## src/rtl/pssm_pkg.sv

```systemverilog
// pssm_pkg: shared types, constants and helpers for the pairwise score
// similarity block. No dependencies; imported by every rtl module.
`default_nettype none

package pssm_pkg;

    localparam int MAX_ENTRIES_DEF = 64;

    localparam int IDX_IN_W = 6;
    localparam int SCORE_W  = 24;
    localparam int SIM_W    = 17;
    localparam int CNT_W    = 11;
    localparam int CFG_W    = 7;
    localparam int DIV_STEPS = 17;

    localparam logic [SIM_W-1:0] SIM_ONE   = 17'd65536;
    localparam logic [SIM_W-1:0] SIM_MAX   = 17'd131071;
    localparam logic [CNT_W-1:0] COUNT_MAX = 11'd2047;

    localparam logic [CFG_W-1:0] ENTRIES_RST = 7'd64;
    localparam logic             REG_ENTRIES = 1'b0;

    typedef enum logic [1:0] {
        REQ_CLEAR = 2'd0,
        REQ_LOAD  = 2'd1,
        REQ_COUNT = 2'd2,
        REQ_READ  = 2'd3
    } t_req;

    typedef enum logic [3:0] {
        ST_SWEEP,
        ST_IDLE,
        ST_LD_RD,
        ST_LD_WR,
        ST_RD0,
        ST_RD1,
        ST_RD2,
        ST_RD3,
        ST_RD4,
        ST_EVAL,
        ST_DIV_GO,
        ST_DIV_WAIT,
        ST_DONE
    } t_state;

    typedef struct packed {
        logic               start;
        logic [SCORE_W-1:0] num;
        logic [SCORE_W-1:0] den;
    } t_div_req;

    typedef struct packed {
        logic             done;
        logic [SIM_W-1:0] quo;
    } t_div_rsp;

    typedef struct packed {
        logic             valid;
        logic [SIM_W-1:0] sim;
        logic [CNT_W-1:0] pairs;
        logic             status;
    } t_result;

    function automatic logic [SCORE_W-1:0] umax(input logic [SCORE_W-1:0] a,
                                                input logic [SCORE_W-1:0] b);
        umax = (a > b) ? a : b;
    endfunction

endpackage

`default_nettype wire

```

## src/rtl/pssm_div.sv

```systemverilog
// pssm_div: restoring divider for (num << 16) / den, one quotient bit per
// cycle, with zero-divisor and saturation shortcuts. Depends on pssm_pkg.
`default_nettype none

module pssm_div
    import pssm_pkg::*;
(
    input  wire logic     i_clk,
    input  wire logic     i_rst_n,
    input  wire t_div_req i_req,
    output t_div_rsp      o_rsp
);

    localparam int STEP_W = $clog2(DIV_STEPS);

    logic                r_busy;
    logic                r_first;
    logic                r_done;
    logic [STEP_W-1:0]   r_step;
    logic [SCORE_W:0]    r_rem;
    logic [SIM_W-1:0]    r_q;
    // divisor held for the whole run
    logic [SCORE_W-1:0]  r_den_q;

    logic [SCORE_W:0]    w_trial;
    logic                w_ge;
    logic                w_short;

    assign w_trial = r_first ? r_rem : {r_rem[SCORE_W-1:0], 1'b0};
    assign w_ge    = (w_trial >= {1'b0, r_busy ? r_den_q : i_req.den});
    // zero divisor or a ratio of two or more needs no iterations
    assign w_short = (i_req.den == '0) || ({1'b0, i_req.num} >= {i_req.den, 1'b0});

    always_ff @(posedge i_clk) begin
        if (!i_rst_n) begin
            r_busy <= 1'b0;
            r_done <= 1'b0;
        end else if (i_req.start) begin
            r_busy <= !w_short;
            r_done <= w_short;
        end else if (r_busy && r_step == '0) begin
            r_busy <= 1'b0;
            r_done <= 1'b1;
        end else begin
            r_done <= 1'b0;
        end
    end

    always_ff @(posedge i_clk) begin
        if (i_req.start) begin
            r_den_q <= i_req.den;
            r_rem   <= {1'b0, i_req.num};
            r_first <= 1'b1;
            r_step  <= STEP_W'(DIV_STEPS - 1);
            if (i_req.den == '0) begin
                r_q <= '0;
            end else begin
                // quotient at or above two saturates
                r_q <= SIM_MAX;
            end
        end else if (r_busy) begin
            r_rem   <= w_ge ? (w_trial - {1'b0, r_den_q}) : w_trial;
            r_q     <= {r_q[SIM_W-2:0], w_ge};
            r_first <= 1'b0;
            r_step  <= r_step - 1'b1;
        end
    end

    assign o_rsp.done = r_done;
    assign o_rsp.quo  = r_q;

endmodule

`default_nettype wire

```

## config.mk

```make
export PLATFORM = sky130hd
export DESIGN_NAME = pssm_div
export DESIGN_NICKNAME = d
export VERILOG_FILES = /design/src/rtl/pssm_pkg.sv /design/src/rtl/pssm_div.sv
export SDC_FILE = /design/constraint.sdc
export NUM_CORES = 1
export LEC_CHECK = 0
export BUFFER_PORTS_ARGS = -buffer_cell sky130_fd_sc_hd__buf_2
export CAP_MARGIN = 10
export CORE_MARGIN = 4
export CORE_UTILIZATION = 50
export CTS_CLUSTER_DIAMETER = 80
export DETAILED_ROUTE_END_ITERATION = 7
export GPL_TIMING_DRIVEN = 0
export PLACE_DENSITY = 0.76
export SLEW_MARGIN = 20
export SYNTH_ARGS = -nofsm -noshare
export SYNTH_HDL_FRONTEND = slang
export SYNTH_SLANG_ARGS = --single-unit
```

## constraint.sdc

```tcl
create_clock -name i_clk -period 4 [get_ports i_clk]
set_input_delay 0.6 -clock i_clk [delete_from_list [all_inputs] [get_ports i_clk]]
set_output_delay 0.6 -clock i_clk [all_outputs]
set_load 0.03 [all_outputs]
```

==> results.json <==
{
  "drt_iter0_markers": 358,
  "slew_viol_final": 0,
  "dpl.hpwl_mm": 12.89,
  "drt-wirelength-per-cell_um": 19.81,
  "p_comb_frac": 0.522,
  "ys_async_sr_fraction": 0,
  "yosys.area.top_type_share": 0.3247,
  "fmax_mhz": 259.0,
  "path_max_fanout": 10,
  "finalHoldViolations": 0,
  "gp_congestion": 0.9125,
  "fin_worst_skew_ns": 0.008553,
  "p_sw_mw": 1.630,
  "syn_nets": 748,
  "cts_htree_levels": 3,
  "initial_utilization": 0.5177,
  "cap_viol_max_count": 0,
  "drc_errors": 0,
  "relSlewSlack": 0.4068,
  "drive_above_1_share": 0.1825,
  "pwr-share-clk": 0.207,
  "final_antenna_net_count": 0,
  "clk_latency_ns": 0.34,
  "status": "finished clean",
  "slowest_stage": "clkbuf_1",
  "fin_area_mm2": 0.006870,
  "synth_xor_area_frac": 0.02768,
  "cp_data_arrival_time_ns": 3.94,
  "clockRootBuffer": "clkbuf_16",
  "die-area_mm2": 0.01384,
  "boundaryPins": 69,
  "utilization": 0.5916,
  "worstPathBufferInverterCount": 3,
  "yosys_warnings": 0,
  "whs_path_depth": 1,
  "syn_to_final_growth_pct": 14.28,
  "die_w_um": 117.7,
  "viasPerCell": 6.109,
  "min_to": "r_den_q[20]$_DFFE_PP_",
  "ys_types": 61,
  "rsz0062_at_grt": "no",
  "synth_fa_ha_area_frac": 0.1573,
  "cp_top_family": "buffers and inverters",
  "globalRouteTotalUtil": 0.2379,
  "antenna_found_initial": 0,
  "period_share": 0.9654,
  "synth-simple-area-share": 0.09677,
  "p_per_area_mw_per_mm2": 588.3,
  "muxShareOfSynthArea": 0.1101,
  "synth-compound-area-share": 0.1898,
  "core_area_mm2": 0.01161,
  "synth.cell_area_mm2": 0.006012,
  "grt_pass1_wl_mm": 26.43,
  "synth_flop_cell": "edfxtp_1",
  "port-buffer-count": 68,
  "rr_worst_depth": 12,
  "period_minus_slack_ns": 3.862,
  "regToRegSetupSlack_ns": 0.14,
  "die_h_um": 117.7,
  "rows": 39,
  "worstPathCellList": "buf_2 > buf_2 > mux2_2 > ha_1 > nand4_1 > a211oi_1 > o21ai_1 > a211oi_1 > clkbuf_1 > nor2_1 > nor4b_1 > nor3_1",
  "postCtsSetupBuffers": 0,
  "r2r-end": "r_rem[21]$_DFFE_PP_",
  "internal-power_mw": 2.412,
  "synth_seq_cells": 74,
  "seqPwrFrac": 0.271,
  "min_path_type": "primary input to register",
  "worstReg2RegStart": "r_first$_SDFFE_PP1P_",
  "cts_tree": "built",
  "syn_area_per_cell_um2": 9.666,
  "vias": 5193,
  "overflow": 0,
  "p_sw_frac": 0.4034,
  "place_ws_ns": -0.09885,
  "syn_inst": 622,
  "wl_mm": 16.84,
  "p_leak_nw": 3.154,
  "synth_area_leaders": "edfxtp_1 (32%), ha_1 (15%), mux2i_1 (5.8%)",
  "ys_seq_area_frac": 0.3546,
  "n_antenna_cell": 0,
  "place_area_mm2": 0.006561,
  "startpoint": "r_first$_SDFFE_PP1P_",
  "postCtsHoldBufs": 0,
  "hp-start": "i_req[20]",
  "cpPeakStageDelay_ns": 0.45,
  "worst_pin_slew_ns": 0.8898,
  "synth_area_leader_cell": "edfxtp_1",
  "peakVddDrop_mv": 0.3158,
  "worst_slack_ns": 0.1384,
  "cts_buffers": 9,
  "setup_viol": 0,
  "cts_buffer_depth": 2,
  "end_kind": "register",
  "drtPass1Iterations": 5,
  "grt_pass1_vias": 5225,
  "nFillCells": 1000,
  "cp.required_ns": 4.08,
  "grt_max_degree": 26,
  "clkTransAtPathRegs_ns": 0.06,
  "synth_edf_count": 65,
  "power_mw": 4.042,
  "synth_top_family_by_area": "compound AO/OA/AOI/OAI gates",
  "path_class": "register to register",
  "nNetsFinal": 828,
  "cts_sinks": 74,
  "cp-start-kind": "register"
}
[metal layers]
metal / up-vias / GRT usage / routed length, um
met1: 2474 / 0.3031 / 7044
met4: 0 / 0.09231 / 580
met5: - / 0 / 0
li1: 2455 / - / -
met3: 46 / 0.04133 / 1115
met2: 218 / 0.4028 / 8095
[power by group through the flow]
| stage | registers [mW] | clock network [mW] | logic [mW] |
|---|---|---|---|
| 2_1_floorplan | 1.11 | 0 | 1.52 |
| 6_report | 1.10 | 0.836 | 2.11 |
| 3_3_place_gp | 1.10 | 0 | 1.98 |
| 4_1_cts | 1.09 | 0.839 | 2.07 |
| 5_1_grt | 1.11 | 0.873 | 2.31 |
| 3_5_place_dp | 1.11 | 0 | 2.06 |
[flip-flops by register name, indices dropped and copies added (netlist names)]
name,flops
r_first,1
r_rem,25
r_step,5
r_q,17
r_done,1
r_busy,1
r_den_q,24
[synth_stat cells, types with 6 or more instances]
master and n:
ha_1 74, inv_1 71, edfxtp_1 65, o21ai_0 52
a21oi_1 42, mux2i_1 35, a21o_1 30, nor2_1 29
mux2_2 25, nand2_1 25, clkbuf_1 15, nand4_1 13
xnor2_1 12, dfxtp_1 9, o21a_1 9, a211oi_1 8
a31oi_1 7, nor4_1 7, xor2_1 7, buf_1 6
[stage by stage]
step                hold WS [ns]  setup TNS (ns)  std cells
CTS                       0.4792               0        850
finish                    0.4855               0        850
floorplan                 0.4685               0        622
global placement          0.4855       -0.005226        833
detailed placement        0.5003         -0.3270        834
global route              0.4773               0        850
[layout make-up]
| cell class | count | area (um2) | share of cell area |
|---|---|---|---|
| plain buffers | 26 | 117.6 | 0.01712 |
| clock buffers | 11 | 242.7 | 0.03533 |
| clock inverters | 5 | 61.31 | 0.008924 |
| inverters | 72 | 270.3 | 0.03934 |
| multi-input cells | 450 | 3500 | 0.5094 |
| flip-flops and latches | 74 | 2132 | 0.3103 |
| well taps | 143 | 178.9 | 0.02604 |
| repair buffers | 69 | 367.9 | 0.05354 |
[how the worst max path moves through the flow]
| stage | endpoint | slack (ns) | cells after the start |
|---|---|---|---|
| 6_report | r_rem[21]$_DFFE_PP_ | 0.14 | 12 |
| 4_1_cts | r_rem[21]$_DFFE_PP_ | 0.16 | 13 |
| 2_1_floorplan | r_rem[22]$_DFFE_PP_ | 0.67 | 12 |
| 3_5_place_dp | r_rem[21]$_DFFE_PP_ | -0.1 | 12 |
| 5_1_grt | r_rem[21]$_DFFE_PP_ | 0.002 | 12 |
| 3_3_place_gp | r_rem[22]$_DFFE_PP_ | -0.005 | 12 |
[logic make-up (layout without fill, tap and decap cells)]
| logic type | count (synthesis) | in the layout |
|---|---|---|
| xor gates and xnor gates | 19 | 19 |
| DFF | 74 | 74 |
| and+or+nand+nor | 113 | 113 |
| buffers and inverters | 98 | 183 |
| AOI/OAI and AO/OA | 181 | 181 |
| adders and majority gates | 75 | 75 |
| muxes | 62 | 62 |
[repair_timing]
item | in CTS | in global routing
cloned | 0 | 0
resized for setup | 2 | 4
endpoints found under the hold margin | 0 | 0
setup endpoints to repair | 9 | 5
[cells in the final DEF (no fill, tap or decap), drive strengths merged, types with 3 or more instances in the layout]
cell      count
a31oi         7
buf          79
o21ai        58
clkbuf       27
nand2        25
dfxtp         9
mux2i        35
nor2b         5
xor2          7
nor3          5
nand2b        4
xnor2        12
a21o         30
and3          5
nand4        13
nor4          7
a21oi        42
a211oi        8
mux2         27
inv          73
nor2         29
and4          3
o211ai        5
edfxtp       65
nand3         5
and2          4
clkinvlp      3
nor3b         3
ha           74
o21a          9
(Power assumes the default switching activity.)
