**config.mk**
```make
export PLATFORM = sky130hd
export DESIGN_NAME = pssm_seq
export DESIGN_NICKNAME = d
export VERILOG_FILES = /design/src/rtl/pssm_pkg.sv /design/src/rtl/pssm_seq.sv
export SDC_FILE = /design/constraint.sdc
export NUM_CORES = 1
export LEC_CHECK = 0
export BUFFER_PORTS_ARGS = -buffer_cell sky130_fd_sc_hd__buf_2
export CORE_AREA = 2 2 148 150
export CTS_CLUSTER_DIAMETER = 120
export DETAILED_ROUTE_END_ITERATION = 16
export DIE_AREA = 0 0 150 152
export PLACE_DENSITY_LB_ADDON = 0.08
export SYNTH_ARGS = -nofsm -noshare
export SYNTH_HDL_FRONTEND = slang
export SYNTH_SLANG_ARGS = --single-unit
```
**constraint.sdc**
```tcl
create_clock -name i_clk -period 7.08 [get_ports i_clk]
set_clock_uncertainty 0.1 [all_clocks]
set_input_delay 0.708 -clock i_clk [delete_from_list [all_inputs] [get_ports i_clk]]
set_output_delay 0.708 -clock i_clk [all_outputs]
set_load 0.005 [all_outputs]
```
**src/rtl/pssm_pkg.sv**
```systemverilog
// pssm_pkg: shared types, constants and helpers for the pairwise score
// similarity block. No dependencies; imported by every rtl module.
`default_nettype none

package pssm_pkg;

    localparam int MAX_ENTRIES_DEF = 64;

    localparam int IDX_IN_W = 6;
    localparam int SCORE_W  = 24;
    localparam int SIM_W    = 17;
    localparam int CNT_W    = 11;
    localparam int CFG_W    = 7;
    localparam int DIV_STEPS = 17;

    localparam logic [SIM_W-1:0] SIM_ONE   = 17'd65536;
    localparam logic [SIM_W-1:0] SIM_MAX   = 17'd131071;
    localparam logic [CNT_W-1:0] COUNT_MAX = 11'd2047;

    localparam logic [CFG_W-1:0] ENTRIES_RST = 7'd64;
    localparam logic             REG_ENTRIES = 1'b0;

    typedef enum logic [1:0] {
        REQ_CLEAR = 2'd0,
        REQ_LOAD  = 2'd1,
        REQ_COUNT = 2'd2,
        REQ_READ  = 2'd3
    } t_req;

    typedef enum logic [3:0] {
        ST_SWEEP,
        ST_IDLE,
        ST_LD_RD,
        ST_LD_WR,
        ST_RD0,
        ST_RD1,
        ST_RD2,
        ST_RD3,
        ST_RD4,
        ST_EVAL,
        ST_DIV_GO,
        ST_DIV_WAIT,
        ST_DONE
    } t_state;

    typedef struct packed {
        logic               start;
        logic [SCORE_W-1:0] num;
        logic [SCORE_W-1:0] den;
    } t_div_req;

    typedef struct packed {
        logic             done;
        logic [SIM_W-1:0] quo;
    } t_div_rsp;

    typedef struct packed {
        logic             valid;
        logic [SIM_W-1:0] sim;
        logic [CNT_W-1:0] pairs;
        logic             status;
    } t_result;

    function automatic logic [SCORE_W-1:0] umax(input logic [SCORE_W-1:0] a,
                                                input logic [SCORE_W-1:0] b);
        umax = (a > b) ? a : b;
    endfunction

endpackage

`default_nettype wire

```
**src/rtl/pssm_seq.sv**
```systemverilog
// pssm_seq: request sequencer; drives the score memory, the shared max
// compare and the divider. Depends on pssm_pkg.
`default_nettype none

module pssm_seq
    import pssm_pkg::*;
#(
    parameter int MAX_ENTRIES = MAX_ENTRIES_DEF
) (
    input  wire logic                                      i_clk,
    input  wire logic                                      i_rst_n,
    input  wire logic [$clog2(MAX_ENTRIES+1)-1:0]          i_live,
    input  wire logic                                      i_in_valid,
    output logic                                           o_in_ready,
    input  wire t_req                                      i_req,
    input  wire logic [IDX_IN_W-1:0]                       i_query,
    input  wire logic [IDX_IN_W-1:0]                       i_target,
    input  wire logic [SCORE_W-1:0]                        i_score,
    output logic                                           o_mem_we,
    output logic [$clog2(MAX_ENTRIES*MAX_ENTRIES)-1:0]     o_mem_addr,
    output logic [SCORE_W-1:0]                             o_mem_wdata,
    input  wire logic [SCORE_W-1:0]                        i_mem_rdata,
    output t_div_req                                       o_div,
    input  wire t_div_rsp                                  i_div,
    output t_result                                        o_res,
    input  wire logic                                      i_res_free
);

    localparam int DEPTH = MAX_ENTRIES * MAX_ENTRIES;
    localparam int AW    = $clog2(DEPTH);
    localparam int IW    = $clog2(MAX_ENTRIES);
    localparam int NW    = $clog2(MAX_ENTRIES + 1);

    t_state             r_state, n_state;
    logic [AW-1:0]      r_sweep;
    logic               r_clr_req;
    logic               r_is_cnt;
    logic [IW-1:0]      r_a;
    logic [IW-1:0]      r_b;
    logic [SCORE_W-1:0] r_score;
    logic [SCORE_W-1:0] r_x;
    logic [SCORE_W-1:0] r_num;
    logic [SCORE_W-1:0] r_den;
    logic [CNT_W-1:0]   r_cnt;
    logic [SIM_W-1:0]   r_sim;
    logic               r_stat;

    logic               w_accept;
    logic               w_oor;
    logic               w_sweep_end;
    logic [NW:0]        w_b_inc;
    logic [NW:0]        w_a_inc2;
    logic               w_more_b;
    logic               w_more_a;
    logic [SCORE_W-1:0] w_max;

    function automatic logic [AW-1:0] cell_addr(input logic [IW-1:0] row,
                                                input logic [IW-1:0] col);
        cell_addr = AW'(row) * AW'(MAX_ENTRIES) + AW'(col);
    endfunction

    assign w_accept    = i_in_valid && (r_state == ST_IDLE);
    assign w_oor       = (int'(i_query) >= int'(i_live)) || (int'(i_target) >= int'(i_live));
    assign w_sweep_end = (r_sweep == AW'(DEPTH - 1));
    assign w_b_inc     = (NW + 1)'(r_b) + (NW + 1)'(1);
    assign w_a_inc2    = (NW + 1)'(r_a) + (NW + 1)'(2);
    assign w_more_b    = (w_b_inc < (NW + 1)'(i_live));
    assign w_more_a    = (w_a_inc2 < (NW + 1)'(i_live));
    // shared max compare for the cross and self score pairs
    assign w_max       = umax(r_x, i_mem_rdata);

    // next state
    always_comb begin
        n_state = r_state;
        case (r_state)
            ST_SWEEP: begin
                if (w_sweep_end) begin
                    n_state = r_clr_req ? ST_DONE : ST_IDLE;
                end
            end
            ST_IDLE: begin
                if (i_in_valid) begin
                    case (i_req)
                        REQ_CLEAR: n_state = ST_SWEEP;
                        REQ_COUNT: n_state = (i_live < NW'(2)) ? ST_DONE : ST_RD0;
                        REQ_LOAD:  n_state = w_oor ? ST_DONE : ST_LD_RD;
                        REQ_READ: begin
                            if (w_oor || i_query == i_target) begin
                                n_state = ST_DONE;
                            end else begin
                                n_state = ST_RD0;
                            end
                        end
                        default:   n_state = ST_DONE;
                    endcase
                end
            end
            ST_LD_RD:    n_state = ST_LD_WR;
            ST_LD_WR:    n_state = ST_DONE;
            ST_RD0:      n_state = ST_RD1;
            ST_RD1:      n_state = ST_RD2;
            ST_RD2:      n_state = ST_RD3;
            ST_RD3:      n_state = ST_RD4;
            ST_RD4:      n_state = r_is_cnt ? ST_EVAL : ST_DIV_GO;
            ST_EVAL:     n_state = (w_more_b || w_more_a) ? ST_RD0 : ST_DONE;
            ST_DIV_GO:   n_state = ST_DIV_WAIT;
            ST_DIV_WAIT: n_state = i_div.done ? ST_DONE : ST_DIV_WAIT;
            ST_DONE:     n_state = i_res_free ? ST_IDLE : ST_DONE;
            default:     n_state = ST_IDLE;
        endcase
    end

    // outputs
    always_comb begin
        o_in_ready  = 1'b0;
        o_mem_we    = 1'b0;
        o_mem_addr  = cell_addr(r_a, r_b);
        o_mem_wdata = r_score;
        o_div       = '0;
        o_res       = '0;
        case (r_state)
            ST_SWEEP: begin
                o_mem_we    = 1'b1;
                o_mem_addr  = r_sweep;
                o_mem_wdata = '0;
            end
            ST_IDLE:   o_in_ready = 1'b1;
            ST_LD_WR:  o_mem_we   = (r_score > i_mem_rdata);
            ST_RD1:    o_mem_addr = cell_addr(r_b, r_a);
            ST_RD2:    o_mem_addr = cell_addr(r_a, r_a);
            ST_RD3:    o_mem_addr = cell_addr(r_b, r_b);
            ST_DIV_GO: begin
                o_div.start = 1'b1;
                o_div.num   = r_num;
                o_div.den   = r_den;
            end
            ST_DONE: begin
                o_res.valid  = 1'b1;
                o_res.sim    = r_sim;
                o_res.pairs  = r_cnt;
                o_res.status = r_stat;
            end
            default: begin
                o_mem_we = 1'b0;
            end
        endcase
    end

    always_ff @(posedge i_clk) begin
        if (!i_rst_n) begin
            r_state   <= ST_SWEEP;
            r_sweep   <= '0;
            r_clr_req <= 1'b0;
        end else begin
            r_state <= n_state;
            if (r_state == ST_SWEEP) begin
                r_sweep <= r_sweep + 1'b1;
            end
            if (w_accept) begin
                r_sweep   <= '0;
                r_clr_req <= (i_req == REQ_CLEAR);
            end
        end
    end

    always_ff @(posedge i_clk) begin
        if (w_accept) begin
            r_a      <= (i_req == REQ_COUNT) ? '0 : IW'(i_query);
            r_b      <= (i_req == REQ_COUNT) ? IW'(1) : IW'(i_target);
            r_score  <= i_score;
            r_is_cnt <= (i_req == REQ_COUNT);
            r_cnt    <= '0;
            r_stat   <= (i_req inside {REQ_LOAD, REQ_READ}) && w_oor;
            r_sim    <= (i_req == REQ_READ && !w_oor && i_query == i_target) ? SIM_ONE : '0;
        end
        case (r_state)
            ST_RD1: r_x   <= i_mem_rdata;
            ST_RD2: r_num <= w_max;
            ST_RD3: r_x   <= i_mem_rdata;
            ST_RD4: r_den <= w_max;
            ST_EVAL: begin
                if (r_den != '0 && r_num == r_den && r_cnt != COUNT_MAX) begin
                    r_cnt <= r_cnt + 1'b1;
                end
                if (w_more_b) begin
                    r_b <= IW'(w_b_inc);
                end else begin
                    r_a <= r_a + 1'b1;
                    r_b <= IW'(w_a_inc2);
                end
            end
            ST_DIV_WAIT: begin
                if (i_div.done) begin
                    r_sim <= i_div.quo;
                end
            end
            default: begin
                r_x <= r_x;
            end
        endcase
    end

endmodule

`default_nettype wire

```
==> results of run 1 <==
==> cells in the final DEF (no fill, tap or decap), types with 9 or more instances in the layout <==
cell type  instances
o21ai_0           33
a21oi_1           43
edfxtp_1         104
mux2_2            25
ha_1              77
a22o_1            16
nand2_1           48
buf_2            207
nor4_1            15
nand3_1           27
xor2_1            36
xnor2_1           14
clkbuf_16         17
nor2_1            42
o211ai_1           9
a222oi_1          11
inv_1             54
nor2b_1           34
nor3_1             9
dfxtp_1           51
nand4_1           17
and2_1            82
==> report_power, final <==
part / switching [mW] / internal, mW / leakage [nW]
registers: 0.00309 / 0.967 / 1.35
clock network: 0.389 / 0.597 / 0.305
logic: 0.0662 / 0.0575 / 3.24
==> registers in the layout, summed over array words and instances (netlist names) <==
register   count
r_score       24
r_den         24
r_sweep       12
r_clr_req      1
r_x           24
r_b            6
r_stat         1
r_state        4
r_cnt         11
r_num         24
r_is_cnt       1
r_a            6
r_sim         17
==> layer usage <==
| layer | share of wire, % | wire length [µm] |
|---|---|---|
| met1 | 44 | 10400 |
| met4 | 2.6 | 611 |
| met5 | 0.11 | 27 |
| met2 | 47 | 11100 |
| met3 | 6.2 | 1460 |
==> through the flow <==
step / cells / hold WS [ns] / cell area (µm²) / util, % / power, mW
finish: 1351 / 0.351 / 10900 / 51.1 / 2.08
global route: 1351 / 0.328 / 10900 / 51.1 / 2.16
CTS: 1351 / 0.332 / 10900 / 51.1 / 2.10
detailed placement: 1319 / 0.348 / 10300 / 48.1 / 1.11
global placement: 1319 / 0.349 / 10300 / 48.1 / 1.11
floorplan: 858 / 0.331 / 8940 / - / 1.06
==> worst register-to-register path: stages (launching register included) <==
cell       delay, ns
dfxtp_1         0.72
nand4bb_1       0.69
nor4_2          0.52
nand4_1         0.21
nor4_4          0.50
nand4_4         0.21
o211ai_1        0.20
o31ai_1         0.10
==> how the worst max path moves through the flow <==
stage	start	endpoint	slack, ns	cells after the start
after floorplan	i_mem_rdata[22]	r_den[10]	4.08	9
after global placement	i_mem_rdata[21]	o_mem_we	3.63	10
after detailed placement	i_mem_rdata[22]	r_num[3]	3.62	10
after CTS	r_state[1]	o_div[29]	3.28	4
after global routing	i_mem_rdata[21]	o_mem_we	3.30	10
final	i_mem_rdata[21]	o_mem_we	3.60	10
==> cells by family after synthesis <==
family          synth area share (%)
fa+ha+maj                       10.8
buf+inv                         3.86
xor+xnor                        4.90
simple gates                    18.9
mux                             3.82
flops                           46.3
compound gates                  11.4
==> layout make-up <==
cell class              count  area (µm²)  share of cell area [%]
clock buffers              17         425                    3.90
clock inverters            15         209                    1.92
inverters                  54         203                    1.86
multi-input cells         615        4480                    41.1
flip-flops and latches    155        4140                    38.0
well taps                 280         350                    3.21
repair buffers            215        1100                    10.0
==> run_results.csv, run 1 <==
group,metric,value,unit
worst_setup_path,required,6.27,ns
worst_setup_path,worstPathArrival,2.68,ns
sta,slew_violations,0,
global_routing,grt_overflow,0,
sta,setup_ws,3.60,ns
floorplanning,pin_count,208,
worst_setup_path,path_cells,"buf_2 > inv_1 > ha_1 > a21o_1 > a21o_1 > a2111oi_0 > o221ai_1 > nor2_1 > nor4_1 > buf_2",
min_path,hold_depth,1,
power,power.leakage,4.89,nW
route,dr.first_iter.drc_count,357,
synthesis,synthCells,858,
global_routing,grtUsageMet3,5.11,%
min_path,worstHoldEndpoint,"r_score[21]",
worst_setup_path,cp-start-kind,"primary input",
floorplanning,die_x,150,µm
worst_setup_path,cp_top_family,"compound AO/OA/AOI/OAI gates",
sta,rsz0062_at_grt,"no",
global_routing,grt_max_degree,50,
global_routing,grt_pass1_vias,6967,
synthesis,synth_edf_count,104,
floorplanning,start_util,41.9,%
global_routing,grt.total_usage,21.0,%
sta,period_share,49.2,%
synthesis,ys_warn_count,0,
worst_setup_path,slowest_stage,"a2111oi_0",
global_routing,met1_usage,27.0,%
min_path,hp-start,"i_score[21]",
sta,setup_viol,0,
sta,final.min_clock_period,3.48,ns
sta,maxSlewHeadroom,28.7,%
synthesis,synth_ff_type,"edfxtp_1",
synthesis,ys_seq_area_share,46.3,%
synthesis,synth_top_cells_by_count,"edfxtp_1 (104), and2_1 (82), ha_1 (77)",
synthesis,syn_avg_cell_area,10.4,µm²
synthesis,yosys.area.top_type,"edfxtp_1",
layout,nets,1226,
synthesis,synth_cell_type_count,54,
placed_design,place_ws,3.62,ns
sta,max_freq,287,MHz
worst_setup_path,critPathBufInv,3,
clocking,cts_setup_buffers,0,
synthesis,synth-seq-cells,155,
clocking,cts_tree,"yes",
floorplanning,fp.coreArea,21400,µm²
run_status,status,"complete, no violations",
synthesis,synth_area,8940,µm²
clocking,cts_sinks,155,
global_routing,top_usage_layer,"met2",
route,vias,7062,
worst_setup_path,worstReg2RegStart,"r_state[0]",
clocking,ctsHoldBuffers,0,
route,wl_per_cell,17.4,µm
synthesis,yosysMostFrequentCell,"edfxtp_1",
placed_design,place_congestion,0.853,
placed_design,io_buffers,207,
floorplanning,rows,54,
route,via_per_inst,5.23,
power,ir_drop,0.163,mV
clocking,clkTransAtPathRegs,0.06,ns
route,drc_errors,0,
placed_design,hpwl,18.2,mm
global_routing,grt_pass1_wl,37.1,mm
worst_setup_path,r2r-end,"r_cnt[7]",
clocking,cts_resized,0,
route,drt_pass1_iterations,6,
synthesis,synth_top_area_share,34.9,%
worst_setup_path,slowest_delay,0.54,ns
synthesis,async_flop_share,0,%
job,maxCapViolations,0,
sta,finalHoldViolCount,0,
layout,fill_cells,2021,
synthesis,synthesis.nets,1026,
global_routing,met2_usage,34.4,%
layout,area_growth_syn_to_layout,22.0,%
route,ant_nets,0,
layout,drive_gt1_share,26.4,%
floorplanning,fp.dieH,152,µm
sta,max_slew.worst_pin.slew,1.07,ns
worst_setup_path,worstSetupPathType,"in -> out",
worst_setup_path,worstPathMaxFanout,3,
clocking,htreeDepth,4,
worst_setup_path,crit_path_end_kind,"primary output",
layout,n_antenna_cell,0,
floorplanning,die_area,22800,µm²
route,routed_wl,23.6,mm
global_routing,antenna_found_initial,2,
synthesis,synth_area_leaders,"edfxtp_1 (35%), dfxtp_1 (11%), ha_1 (11%)",
worst_setup_path,r2r_cells,7,
clocking,cts_root_buf,"clkbuf_16",
min_path,worstHoldPathType,"in -> reg",
clocking,clk_path_buf_depth,2,
worst_setup_path,reg2reg_slack,3.72,ns
power,p_per_area,191,nW/µm²
clocking,clk-insertion-delay-late,0.43,ns
clocking,numCtsBuffers,17,
sta,final.setup.tns,0,ns
Note: power is estimated with default switching activity, not from simulation.
==> run 2: changes to the inputs <==
==> constraint.sdc (replaced) <==
create_clock -name i_clk -period 2.9 [get_ports i_clk]
set_clock_uncertainty 0.1 [all_clocks]
set_input_delay 0.29 -clock i_clk [delete_from_list [all_inputs] [get_ports i_clk]]
set_output_delay 0.29 -clock i_clk [all_outputs]
set_load 0.005 [all_outputs]
==> run_results.csv, run 2 (synthesis results as in run 1) <==
group,metric,value,unit
run_status,status,"complete, no violations",
clocking,cts_root_buf,"clkbuf_16",
clocking,cts_sinks,155,
power,power,4.98,mW
sta,max_slew.worst_pin.slew,1.11,ns
clocking,clkTransAtPathRegs,0.06,ns
sta,setup_ws,0.0606,ns
floorplanning,pin_count,208,
route,highest_layer,"met4",
placed_design,hpwl,18.3,mm
layout,finalCoreUtilization,56.0,%
layout,drive_gt1_share,27.7,%
floorplanning,rows,54,
global_routing,grt_pass1_vias,7366,
sta,maxSlewHeadroom,25.6,%
worst_setup_path,crit_path_end_kind,"flop",
route,routed_wl,24.7,mm
route,via_per_inst,5.14,
layout,area_growth_syn_to_layout,33.7,%
sta,slew_violations,0,
power,power.leakage,5.38,nW
clocking,htreeDepth,4,
sta,setup_viol,0,
min_path,hp-start,"i_mem_rdata[8]",
power,power.switching,1.11,mW
floorplanning,die_area,22800,µm²
route,wl_per_cell,17.1,µm
route,vias,7404,
floorplanning,fp.dieH,152,µm
placed_design,place_congestion,0.881,
floorplanning,start_util,41.9,%
sta,final.min_clock_period,2.84,ns
floorplanning,fp.coreArea,21400,µm²
sta,finalHoldViolCount,0,
placed_design,io_buffers,207,
worst_setup_path,cp-start-kind,"primary input",
worst_setup_path,r2r_cells,8,
power,combPwrFrac,8.4,%
route,ant_nets,0,
layout,final_cell_mix,"buf_2 (205), edfxtp_1 (104), and2_1 (82)",
layout,final_common_cell,"buf_2",
clocking,clk_path_buf_depth,2,
global_routing,grt_pass1_wl,38.4,mm
route,wl_met2,12.1,mm
global_routing,grt_max_degree,50,
worst_setup_path,worstPathArrival,2.91,ns
global_routing,grt.total_usage,21.5,%
worst_setup_path,required,2.97,ns
route,drc_errors,0,
worst_setup_path,worstSetupPathType,"in -> reg",
worst_setup_path,worstPathMaxFanout,6,
power,switching_share,22.3,%
power,ir_drop,0.406,mV
layout,nets,1312,
sta,rsz0062_at_grt,"yes",
floorplanning,die_x,150,µm
worst_setup_path,crit_start,"i_mem_rdata[12]",
clocking,cts_tree,"yes",
job,maxCapViolations,0,
min_path,worstHoldPathType,"in -> reg",
global_routing,antenna_found_initial,4,
route,drt_pass1_iterations,6,
route,dr.first_iter.drc_count,358,
route,wl_met1,10.5,mm
power,pwr-share-seq,47.5,%
power,power.clock.fraction,44.1,%
min_path,hold_depth,1,
sta,period_share,97.9,%
route,route.met3.wl,1.48,mm
sta,max_freq,352,MHz
worst_setup_path,worstReg2RegStart,"r_x[17]",
global_routing,grt_overflow,0,
power,p_per_area,416,nW/µm²
clocking,clk-insertion-delay-late,0.42,ns
placed_design,place_ws,0.0485,ns
power,internal-power,3.87,mW
clocking,numCtsBuffers,17,
-- run 2: cell types whose count changed in the layout (fill, tap and decap cells not counted), moves of 3 or more --
cell and change:
dlygate4sd3_1 +63, buf_4 +20, mux2_2 -19, mux2_4 +19, ha_1 -7, ha_4 +7
clkbuf_16 +5, bufinv_16 -4, diode_2 +3, inv_6 -3
-- run 2: path summary, 6_finish.rpt --
check,end,slack [ns]
worst max register to register,r_num[4],0.11
worst min register to register,r_sim[14],0.37
worst max-delay path,r_num[4],0.06
worst min-delay path,r_x[8],0.02
-- run 2: area by class of cell --
class | count | area (µm²)
fillers | 1976 | 9390
clock buffers | 21 | 514
well taps | 280 | 350
clock inverters | 11 | 78.8
repair buffers | 301 | 1960
multi-input cells | 615 | 4700
inverters | 54 | 203
flip-flops and latches | 155 | 4140
diodes | 3 | 7.51
-- run 2: per-stage QoR --
step | TNS, ns | instance area (µm²) | cells | hold WS, ns
floorplan | 0 | 8950 | 858 | 0.289
global placement | 0 | 10400 | 1335 | 0.348
detailed placement | 0 | 10400 | 1335 | 0.349
CTS | 0 | 11600 | 1429 | 0.00466
global route | -0.0490 | 12000 | 1438 | 0.000885
finish | 0 | 12000 | 1440 | 0.0204
-- run 2: timing repair --
item / 4_1_cts / 5_1_grt
gates resized for setup: 2 / 37
hold buffers: 62 / 1
gates cloned: 0 / 3
endpoints found under the setup margin: 1 / 50
endpoints found under the hold margin: 62 / 1
pin swaps: 3 / 10
setup buffers: 0 / 5
-- run 2: routing by layer --
metal,global-route usage (%),vias up
met5,0,-
met4,7.68,0
met3,4.89,32
met2,36.5,222
met1,26.8,3440
li1,-,3710
-- run 2: worst max-delay path: stages --
cell	delay (ns)
dlygate4sd3_1	0.63
inv_1	0.09
ha_1	0.28
nand2_1	0.07
nor4_2	0.32
nand2_1	0.12
or3_4	0.41
o21ai_4	0.15
clkbuf_16	0.24
mux2_4	0.31
-- run 2: power groups by stage --
stage / logic (mW) / clock network, mW / registers (mW)
after global routing: 0.465 / 2.33 / 2.37
after floorplan: 0.171 / 0 / 2.41
after detailed placement: 0.308 / 0 / 2.41
final: 0.418 / 2.19 / 2.37
after global placement: 0.303 / 0 / 2.41
after CTS: 0.378 / 2.23 / 2.37
==> run 3: changes to the inputs <==
--- a/config.mk
+++ b/config.mk
@@ -10,7 +10,7 @@
 export CTS_CLUSTER_DIAMETER = 120
 export DETAILED_ROUTE_END_ITERATION = 16
 export DIE_AREA = 0 0 150 152
-export PLACE_DENSITY_LB_ADDON = 0.08
+export PLACE_DENSITY = 0.74
 export SYNTH_ARGS = -nofsm -noshare
 export SYNTH_HDL_FRONTEND = slang
 export SYNTH_SLANG_ARGS = --single-unit
==> run_results.csv, run 3 (synthesis results as in run 1) <==
group,metric,value,unit
run_status,status,"complete, no violations",
worst_setup_path,slowest_stage,"edfxtp_1",
layout,finish.instance_area,11600,µm²
power,power.switching,1.13,mW
min_path,hold_depth,2,
global_routing,grtUsageMet3,4.92,%
layout,seqCellArea,4140,µm²
layout,multi_input_area,4530,µm²
global_routing,grt_overflow,0,
layout,area_growth_syn_to_layout,30.3,%
layout,nets,1305,
placed_design,place_area,10400,µm²
route,dr.first_iter.drc_count,515,
worst_setup_path,cp_top_family,"compound AO/OA/AOI/OAI gates",
sta,final.setup.tns,0,ns
clocking,htreeDepth,4,
placed_design,dp_cells,1332,
placed_design,place_congestion,0.890,
layout,final_cell_mix,"buf_2 (205), edfxtp_1 (104), and2_1 (82)",
sta,max_freq,353,MHz
sta,rsz0062_at_grt,"yes",
layout,drive_gt1_share,26.6,%
sta,final.min_clock_period,2.83,ns
floorplanning,fp.coreArea,21400,µm²
worst_setup_path,path_cells,"ha_1 > a21o_1 > a21o_1 > a2111oi_2 > o221ai_1 > nor2_1 > nor4_1 > buf_2",
layout,fill_cells,1856,
route,drc_errors,0,
sta,slew_violations,0,
sta,max_slew.worst_pin.slew,1.13,ns
sta,finalHoldViolCount,0,
floorplanning,fp.dieH,152,µm
worst_setup_path,r2r_cells,8,
clocking,clk-insertion-delay-late,0.42,ns
min_path,worstHoldPathType,"in -> reg",
worst_setup_path,reg2reg_slack,0.14,ns
worst_setup_path,slowest_delay,0.44,ns
route,wl_per_cell,16.9,µm
clocking,clkTransAtPathRegs,0.06,ns
floorplanning,start_util,41.9,%
worst_setup_path,worstSetupPathType,"reg -> out",
route,ant_nets,0,
worst_setup_path,critPathBufInv,1,
clocking,cts_root_buf,"clkbuf_16",
floorplanning,pin_count,208,
global_routing,antenna_found_initial,3,
route,drt_pass1_iterations,7,
global_routing,grt_pass1_vias,7368,
global_routing,grt.total_usage,21.1,%
clocking,cts_sinks,155,
sta,period_share,97.7,%
sta,holdWs,0.0300,ns
global_routing,met2_usage,34.9,%
floorplanning,rows,54,
floorplanning,die_area,22800,µm²
global_routing,met1_usage,27.8,%
sta,maxSlewHeadroom,24.2,%
worst_setup_path,cp_common_cell,"a21o_1",
placed_design,hpwl,18.0,mm
clocking,cts_tree,"yes",
worst_setup_path,required,2.51,ns
layout,final_common_cell,"buf_2",
sta,setup_viol,0,
global_routing,grt_pass1_wl,38.0,mm
worst_setup_path,worstPathArrival,2.44,ns
power,switching_share,23.6,%
worst_setup_path,cp_num_cells,8,
power,combPwrFrac,8.2,%
clocking,numCtsBuffers,17,
worst_setup_path,cp-start-kind,"flop",
power,internal-power,3.67,mW
power,p_per_area,413,nW/µm²
placed_design,io_buffers,207,
power,power.leakage,5.19,nW
layout,finalCoreUtilization,54.6,%
route,routed_wl,24.2,mm
power,power.clock.fraction,42.5,%
worst_setup_path,crit_path_end_kind,"primary output",
route,vias,7524,
floorplanning,die_x,150,µm
power,ir_drop,0.371,mV
global_routing,top_usage_layer,"met2",
job,maxCapViolations,0,
power,pwr-share-seq,49.3,%
route,via_per_inst,5.25,
layout,fin_cells,1432,
global_routing,grt_max_degree,50,
worst_setup_path,worstPathMaxFanout,2,
clocking,clk_path_buf_depth,2,
[run 3: changes by cell type in the layout (fill, tap and decap cells not counted), moves of 3 or more]
cell | before | now
buf_4 | 28 | 23
ha_4 | 7 | 2
mux2_4 | 19 | 0
mux2_2 | 6 | 25
ha_1 | 70 | 75
inv_6 | 2 | 5
clkbuf_16 | 22 | 17
[run 3: layout make-up]
cell class                 instances  share of cell area, %
tap                              280                   3.01
antenna                            2                 0.0430
inverter                          54                   1.74
sequential                       155                   35.6
clock inverter                    15                  0.977
clock buffer                      17                   3.65
multi-input combinational        615                   38.9
timing repair buffer             294                   16.1
[run 3: what timing repair did]
action                     CTS  global route
hold endpoints to repair    64             0
hold buffers                64             0
setup endpoints to repair    1            53
pin swaps                    1             1
cloned                       0             0
buffers inserted             0             4
gates resized for setup      4             7
[run 3: power groups by stage]
stage	sequential, mW	combinational [mW]	clock (mW)
after floorplan	2.41	0.171	0
after global placement	2.42	0.298	0
after detailed placement	2.42	0.311	0
after CTS	2.37	0.383	2.08
after global routing	2.37	0.436	2.18
final	2.37	0.394	2.04
[run 3: stage by stage]
step / total power [mW] / setup slack [ns]
4_1_cts: 4.83 / 0.0106
5_1_grt: 4.98 / -0.0370
3_5_place_dp: 2.73 / 0.0186
2_1_floorplan: 2.58 / 0.268
3_3_place_gp: 2.71 / 0.106
6_report: 4.81 / 0.0653
[run 3: path summary, 6_finish.rpt]
path / from / end
setup / recovery: r_score[21] / o_mem_we
hold / removal: i_rst_n / r_clr_req
setup reg to reg: r_x[23] / r_num[6]
hold reg to reg: r_sim[0] / r_sim[0]
[run 3: per-layer routing]
metal | part of all wire [%] | up-vias | wire length, µm
li1 | - | 3694 | -
met1 | 44 | 3525 | 10600
met2 | 48 | 276 | 11600
met3 | 6.8 | 27 | 1640
met4 | 1.4 | 2 | 342
met5 | 0.054 | - | 13
